**config.mk**
```make
export PLATFORM = sky130hd
export DESIGN_NAME = sdtq_cell
export DESIGN_NICKNAME = d
export VERILOG_FILES = /design/src/hdl/sorted_deadline_timer_queue_unit_assert.svh /design/src/hdl/sdtq_pkg.sv /design/src/hdl/sdtq_cell.sv
export SDC_FILE = /design/constraint.sdc
export NUM_CORES = 1
export LEC_CHECK = 0
export ABC_AREA = 1
export BUFFER_PORTS_ARGS = -buffer_cell sky130_fd_sc_hd__buf_2
export CAP_MARGIN = 15
export CORE_ASPECT_RATIO = 1.75
export CORE_UTILIZATION = 45
export CTS_CLUSTER_SIZE = 14
export DETAILED_ROUTE_END_ITERATION = 12
export PLACE_DENSITY = 0.87
export SYNTH_ARGS = -nofsm -noshare
export SYNTH_HDL_FRONTEND = slang
export SYNTH_SLANG_ARGS = --single-unit
export TNS_END_PERCENT = 100
```
**constraint.sdc**
```tcl
create_clock -name clk -period 2.9 [get_ports clk]
set_clock_uncertainty 0.05 [all_clocks]
set_input_delay 0.29 -clock clk [delete_from_list [all_inputs] [get_ports clk]]
set_output_delay 0.29 -clock clk [all_outputs]
set_load 0.005 [all_outputs]
```
**src/hdl/sorted_deadline_timer_queue_unit_assert.svh**
```systemverilog
// Assertion macros for the sorted deadline timer queue.
// Expects signals clk and arst_n in the scope where the macros are used.
`ifndef SORTED_DEADLINE_TIMER_QUEUE_UNIT_ASSERT_SVH
`define SORTED_DEADLINE_TIMER_QUEUE_UNIT_ASSERT_SVH

// The consequent holds in the same cycle as the antecedent.
`define SDTQ_ASSERT_NOW(label, ante, cons) \
	label: assert property (@(posedge clk) disable iff (!arst_n) (ante) |-> (cons)) \
		else $error("sdtq assertion failed");

// The consequent holds in the cycle after the antecedent.
`define SDTQ_ASSERT_NEXT(label, ante, cons) \
	label: assert property (@(posedge clk) disable iff (!arst_n) (ante) |=> (cons)) \
		else $error("sdtq assertion failed");

`endif

```
**src/hdl/sdtq_pkg.sv**
```systemverilog
// Shared types, constants and codes for the sorted deadline timer queue.
// No dependencies.
`default_nettype none
package sdtq_pkg;
	localparam int DEPTH       = 16;
	localparam int ID_WIDTH    = 16;
	localparam int MAX_RESULTS = 16;
	localparam int CNT_W       = $clog2(MAX_RESULTS);
	localparam int DELAY_W     = 24;
	localparam int TIME_W      = 32;
	localparam int OUT_ID_W    = 16;

	typedef logic [ID_WIDTH-1:0] ident_t;
	typedef logic [TIME_W-1:0]   deadline_t;

	typedef enum logic [1:0] {
		OP_ADD  = 2'd0,
		OP_DEL  = 2'd1,
		OP_TICK = 2'd2
	} opcode_t;

	typedef enum logic [2:0] {
		EV_ADDED     = 3'd0,
		EV_IMMEDIATE = 3'd1,
		EV_EXPIRED   = 3'd2,
		EV_DELETED   = 3'd3,
		EV_FULL      = 3'd4
	} event_t;

	typedef enum logic [2:0] {
		MV_HOLD  = 3'd0,
		MV_EVAL  = 3'd1,
		MV_LEFT  = 3'd2,
		MV_RIGHT = 3'd3,
		MV_NEW   = 3'd4
	} move_t;

	typedef struct packed {
		logic      valid;
		logic      cond;
		deadline_t dl;
		ident_t    id;
	} cell_t;

	typedef struct packed {
		logic [1:0]         opcode;
		logic [DELAY_W-1:0] delay;
		ident_t             target;
		deadline_t          now;
	} bcast_t;
endpackage
`default_nettype wire

```
**src/hdl/sdtq_cell.sv**
```systemverilog
// One cell of the sorted timer chain: a deadline, an id, a valid bit and a test bit.
// Depends on sdtq_pkg.
`default_nettype none
module sdtq_cell (
	input  wire logic                 clk,
	input  wire logic                 arst_n,
	input  wire sdtq_pkg::move_t      move,
	input  wire sdtq_pkg::bcast_t     bcast,
	input  wire sdtq_pkg::deadline_t  new_dl,
	input  wire sdtq_pkg::ident_t     new_id,
	input  wire sdtq_pkg::cell_t      left,
	input  wire sdtq_pkg::cell_t      right,
	output sdtq_pkg::cell_t           state
);
	logic                valid_q;
	logic                cond_q;
	sdtq_pkg::deadline_t dl_q;
	sdtq_pkg::ident_t    id_q;
	sdtq_pkg::deadline_t diff;
	logic                cond_d;

	assign diff = dl_q - bcast.now;

	always_comb begin
		case (bcast.opcode)
			sdtq_pkg::OP_ADD:  cond_d = valid_q
				&& (diff <= sdtq_pkg::TIME_W'(bcast.delay));
			sdtq_pkg::OP_DEL:  cond_d = valid_q && (id_q == bcast.target);
			sdtq_pkg::OP_TICK: cond_d = valid_q
				&& ((diff == '0) || diff[sdtq_pkg::TIME_W-1]);
			default:           cond_d = 1'b0;
		endcase
	end

	always_ff @(posedge clk or negedge arst_n) begin
		if (!arst_n) begin
			valid_q <= 1'b0;
			cond_q  <= 1'b0;
		end else begin
			case (move)
				sdtq_pkg::MV_EVAL: cond_q <= cond_d;
				sdtq_pkg::MV_LEFT: begin
					valid_q <= left.valid;
					cond_q  <= left.cond;
				end
				sdtq_pkg::MV_RIGHT: begin
					valid_q <= right.valid;
					cond_q  <= right.cond;
				end
				sdtq_pkg::MV_NEW: begin
					valid_q <= 1'b1;
					cond_q  <= 1'b0;
				end
				default: ;
			endcase
		end
	end

	always_ff @(posedge clk) begin
		case (move)
			sdtq_pkg::MV_LEFT: begin
				dl_q <= left.dl;
				id_q <= left.id;
			end
			sdtq_pkg::MV_RIGHT: begin
				dl_q <= right.dl;
				id_q <= right.id;
			end
			sdtq_pkg::MV_NEW: begin
				dl_q <= new_dl;
				id_q <= new_id;
			end
			default: ;
		endcase
	end

	assign state = '{valid: valid_q, cond: cond_q, dl: dl_q, id: id_q};
endmodule
`default_nettype wire

```
-- Yosys cells after proc, flatten, opt, wreduce, memory -nomap -nowiden
Index checks and enable logic that the tools add are counted.
- register bits: 50
- output and inout port bits: 50
- word-level logic and storage cells: 26
- input bits: 227
- muxes and demuxes: 5
- add/subtract/negate cells: 1
- equality and inequality tests: 7
- magnitude comparators: 1
- reduce and logical (&&, ||, !) cells: 8
- operators with widths (kind ; number):
    32-bit case mux with 3 select lines ; 1
    16-bit case mux with 3 select lines ; 1
    32-bit by 24-bit <= comparator with 1-bit output ; 1
    32-bit logical NOT ; 1
    32-bit subtractor ; 1
    16-bit equality test ; 1
    3-bit by 2-bit equality test with 1-bit output (second input constant) ; 2
    1-bit case mux with 3 select lines ; 2
    1-bit case mux with 4 select lines ; 1
    4-bit nonzero test ; 1
    3-bit by 1-bit equality test with 1-bit output (second input constant) ; 1
    3-bit equality test (second input constant) ; 1
    1-bit logical AND ; 3
    3-bit nonzero test ; 1
    2-bit by 1-bit equality test with 1-bit output (second input constant) ; 1
    2-bit equality test (second input constant) ; 1
    2-bit logical NOT ; 1
    1-bit logical OR ; 1

-- Logic depth before layout (Yosys ltp)
- depth in word-level cells: 6
- depth in mapped cells: 26
- depth with buffers taken out: 25

-- Worst setup path after synthesis
Ideal clock, no wire load.
- path kind: register to register
- start point: register dl_q[0]
- end point: register cond_q
- arrival time: 2.665 ns
- period minus slack after synthesis: 2.792 ns
- path buffers: 0
- setup slack: 0.108 ns
- stages on the path, launching flop included: 23
- setup time: 0.077 ns
- path through: edfxtp_1 inv_1 ha_1 fa_1 inv_1 nand3_1 nand2_1 nand3_1 nand3_1 nand2_1 nand2_1 inv_1 ha_1 nand2_1 nor2_1 nand4_1 nor3_1 nand3_1 nand2_1 nand2_1 a21oi_1 nand2_1 a21oi_2
- word-level cells in the longest chain between the ends: 6
- elaborated cells on any way between the ends: 8
- classes of those cells: add/sub (1); order compare (1); mux (2); reduce/logical (4)
- ends and longest elaborated chain (what ; RTL line ; source):
    start, declared ; sdtq_cell.sv:17 ; sdtq_pkg::deadline_t dl_q;
    start signal, assigned ; sdtq_cell.sv:62 ; dl_q <= left.dl;
    start signal, assigned ; sdtq_cell.sv:66 ; dl_q <= right.dl;
    start signal, assigned ; sdtq_cell.sv:70 ; dl_q <= new_dl;
    32-bit subtractor (*) ; sdtq_cell.sv:22 ; assign diff = dl_q - bcast.now;
    branches (longest 3 deep; another with 32-bit by 24-bit <= comparator with 1-bit output) ; -- ;
    1-bit case mux with 3 select lines (*) ; sdtq_cell.sv:25 ; case (bcast.opcode)
    1-bit case mux with 4 select lines (*) ; sdtq_cell.sv:40 ; case (move)
    end signal, assigned ; sdtq_cell.sv:41 ; sdtq_pkg::MV_EVAL: cond_q <= cond_d;
    end signal, assigned ; sdtq_cell.sv:44 ; cond_q <= left.cond;
    end signal, assigned ; sdtq_cell.sv:48 ; cond_q <= right.cond;
    end, declared ; sdtq_cell.sv:16 ; logic cond_q;
Mark *: on every way between the ends.
A chain may end at the register's enable or synchronous reset.

-- Worst setup path after layout
Ends and elaborated chain as after synthesis.

==> results <==
- Traced cell by cell, the critical path runs through inv_2, ha_4, fa_2, inv_2, nand3_2, nand2_2, nand3_2, nand3_4, nand2_1, nand2_1, inv_1, ha_1, nand2_2, nor2_2, nand4_1, nor3_2, nand3_1, nand2_1, nand2_2, a21oi_2, nand2_1, a21oi_2.
- The largest individual stage delay along the critical path comes from the cell sky130_fd_sc_hd__edfxtp_1.
- For this run, the slowest stage of the critical path takes 0.37 ns.
- For the worst flop-to-flop path, the logic depth is 22.
- The post-route core utilization is 0.696.
- The first global-routing pass estimated 38300 um of wire.
- For hold timing, the worst endpoint is id_q[4].
- After detailed routing, the number of vias per cell comes to 5.63.
- The number of antenna violations at the first check in global routing was 0.
- In this run the remaining antenna-violating nets after routing total 0.
- The power per cell area is 439 mW/mm2.
- The number of setup violations in the final report is 1.
- The number of cells produced by synthesis is 1078.
- The detailed router's first-iteration violation count is 782.
- The worst min-delay path class is input pin to register.
- The overall die width is 93.3 um.
- The number of global-route vias before repair is 8506.
- Entering global routing, the biggest net connects 49 pins.
- The kind of launch point of the worst setup path is a register.
- Among cell families on the critical path, the largest total delay comes from simple AND/OR/NAND/NOR gates.
- The total CTS buffers is 5.
- The final count of hold timing violations is 0.
- The clock net in this run drives a total of 50 sinks.
- In this run the core area contains 58 standard-cell rows.
- The final RePlAce weighted congestion is 0.934.
- The synthesized netlist occupies a cell area of 0.00656 mm2.
- After global routing the overflow that remains totals 0.
- The average wire per cell in the routed design is 17.4 um.
- The worst setup timing slack at the placement stage is -0.346 ns.
- In this run, synthesis produced a sequential element count of 50.
- The net count of the finished layout is 1727.
- The final standard cell area without fillers is 0.00995 mm2.
- The number of nets in the synthesized netlist is 1364.
- The worst setup path is captured at a register.
- The layout overhead on the synthesized area is 51.7%.
- The top fanout value on the critical path is 3.
- For the finished layout, the period the worst path requires is 3.16 ns.
- The clock root buffer is sky130_fd_sc_hd__clkbuf_16.
- The starting density of the core is 0.459.
- In this run the deepest clock path goes through 2 buffers.
- Counting stages on the worst path, the most repeated cell is sky130_fd_sc_hd__nand2_1.
- The post-route DRC violation count is 0.
- The relative max-transition margin is 0.576.
- The TritonCTS clock tree is built.
- The flow ran to the end, but the final reports show violations.
- The launch instance of the worst min-delay path is left[4].
- The number of max-cap violations is 0.
- The critical register-to-register path endpoint is cond_q.
- For this block, the routed nets add up to 28300 um of wire.
- After clock tree synthesis, the clock-pin slew on the worst setup and hold paths is 0.07 ns.
- At the worst endpoint, the arrival time is 3.34 ns.
- The area of the die is 0.0151 mm2.
- The insertion delay to the later sink of the worst-skew pair is 0.30 ns.
- The clock tree synthesis step divided the H-tree into 2 levels.
- The number of ports placed on the die boundary is 277.
- The worst register-to-register path begins at dl_q[0].
- The region available for standard cell placement spans 0.0143 mm2.
- At the pin with the least slew margin, the transition time is 0.632 ns.
- The cell area reported after detailed placement is 0.00869 mm2.
- Setup repair after global routing could not meet its margin everywhere.
- The worst endpoint required time is 3.07 ns.
- The static leakage power is 0.00550 uW.
- In this run the register-to-register setup slack is -0.26 ns.
- Of the cells placed in the final design, the portion with a size suffix greater than 1 is 0.411.
- The die is 162 um tall.
- During synthesis, Yosys emitted a total of 0 warnings.
- The overall via count from detail_route is 9129.
- The checks that failed: negative setup slack.
- VDD sags by at most 0.000426 V.
- Together, buffers and inverters on the worst path number 3.
- On the final layout, the worst hold slack is 0.221 ns.
- The wire-length estimate of the detail-placed layout is 19600 um.
- Fill cells in the final layout number 1089.
- Input and output buffers added on the ports amount to 276.
- In the finished design, the share of the clock period the worst path needs comes to 1.09.
- Once routing completed, OpenROAD measured the worst setup slack at -0.264 ns.
- The number of different library cells in the post-synthesis netlist is 44.
- The worst hold path stage count is 3.
- The class of the most critical setup path is register to register.
- The mean cell area of the mapped netlist is 6.09 um2.
- The max-slew violation count is 0.
- The overall fraction of global-route tracks in use is 0.323.
- The highest clock frequency the design can meet is 316 MHz.
- For this run, the register share of the synthesized area comes to 0.227.
- The repair_antennas step left the layout with diodes totalling 0.
- Leaving out fill and tap cells, the most frequent cells in the layout are sky130_fd_sc_hd__nand2_1 (276), sky130_fd_sc_hd__buf_2 (276), sky130_fd_sc_hd__inv_1 (204).
- The pre-antenna-repair detailed-routing pass consisted of 6 iterations.
-- power by group --
group          switching [uW]  internal, uW  total [uW]  leakage [uW]
Clock                     267           408         675     0.0000771
Sequential               83.2           908         991      0.000476
Combinational            1510          1180        2700       0.00495
Total                    1860          2500        4370       0.00550
-- per-stage QoR --
step / power, uW / TNS, ns / std cells
final: 4370 / -0.264 / 1622
after CTS: 3850 / -0.0810 / 1604
after detailed placement: 3000 / -0.346 / 1585
after floorplan: 2150 / 0 / 1078
after global routing: 4610 / -0.482 / 1622
after global placement: 2950 / -0.254 / 1585
-- kinds of logic after synthesis --
group / share of synthesized area
AOI/OAI and AO/OA: 0.0499
xor gates and xnor gates: 0.00934
adders and majority gates: 0.114
buffers and inverters: 0.154
DFF: 0.227
and+or+nand+nor: 0.446
-- tightest hold or removal path, cell delays in order --
cell	delay (ns)
sky130_fd_sc_hd__buf_2	0.08
sky130_fd_sc_hd__nand2_1	0.04
sky130_fd_sc_hd__nand3_1	0.05
-- registers in the layout, summed over array words and instances (netlist names) --
name	count
dl_q	32
valid_q	1
id_q	16
cond_q	1
-- Yosys cell counts, drive strengths merged --
cell type / count / area [um2]
a211oi: 1 / 7.51
a21o: 1 / 7.51
a21oi: 31 / 166
a221oi: 2 / 17.5
a22o: 1 / 8.76
a31o: 1 / 8.76
a41oi: 1 / 8.76
and2: 2 / 12.5
and3: 1 / 6.26
buf: 9 / 48.8
clkbuf: 26 / 97.6
clkinv: 4 / 16.3
dfrtp: 2 / 50.1
edfxtp: 48 / 1440
fa: 1 / 20.0
ha: 58 / 726
inv: 226 / 848
nand2: 359 / 1400
nand3: 138 / 721
nand3b: 4 / 30.0
nand4: 62 / 388
nor2: 60 / 260
nor3: 13 / 80.1
nor3b: 1 / 12.5
o21a: 2 / 15.0
o21ai: 8 / 40.0
o21bai: 1 / 7.51
o221ai: 1 / 8.76
o22ai: 5 / 31.3
or2: 1 / 6.26
or4: 1 / 7.51
xnor2: 4 / 35.0
xor2: 3 / 26.3
-- repair_timing --
action / CTS / global route
resized for setup: 58 / 122
pin swaps: 15 / 63
setup endpoints to repair: 1 / 1
buffers inserted: 10 / 18
hold buffers: 1 / 0
hold endpoints to repair: 2 / 0
-- routing by layer --
metal,up-vias,global-route usage,share of wire
li1,4178,-,-
met1,4115,0.322,0.33
met2,624,0.591,0.50
met3,212,0.0384,0.076
met4,0,0.257,0.099
met5,-,0,0
-- cell type report --
class / count / area [um2] / area share
sequential: 50 / 1490 / 0.150
multi-input combinational: 763 / 4930 / 0.495
clock inverter: 2 / 37.5 / 0.00377
timing repair buffer: 391 / 2270 / 0.228
inverter: 230 / 868 / 0.0872
tap: 180 / 225 / 0.0226
clock buffer: 6 / 129 / 0.0129
-- worst max-delay path by stage --
stage,startpoint,end,slack [ns],cells after the start
global route,dl_q[5],cond_q,-0.48,21
finish,dl_q[0],cond_q,-0.26,22
floorplan,dl_q[0],cond_q,0.11,22
detailed placement,bcast[0],cond_q,-0.35,21
CTS,dl_q[0],cond_q,-0.08,22
global placement,bcast[0],cond_q,-0.25,21
Note: power is estimated with default switching activity, not from simulation.
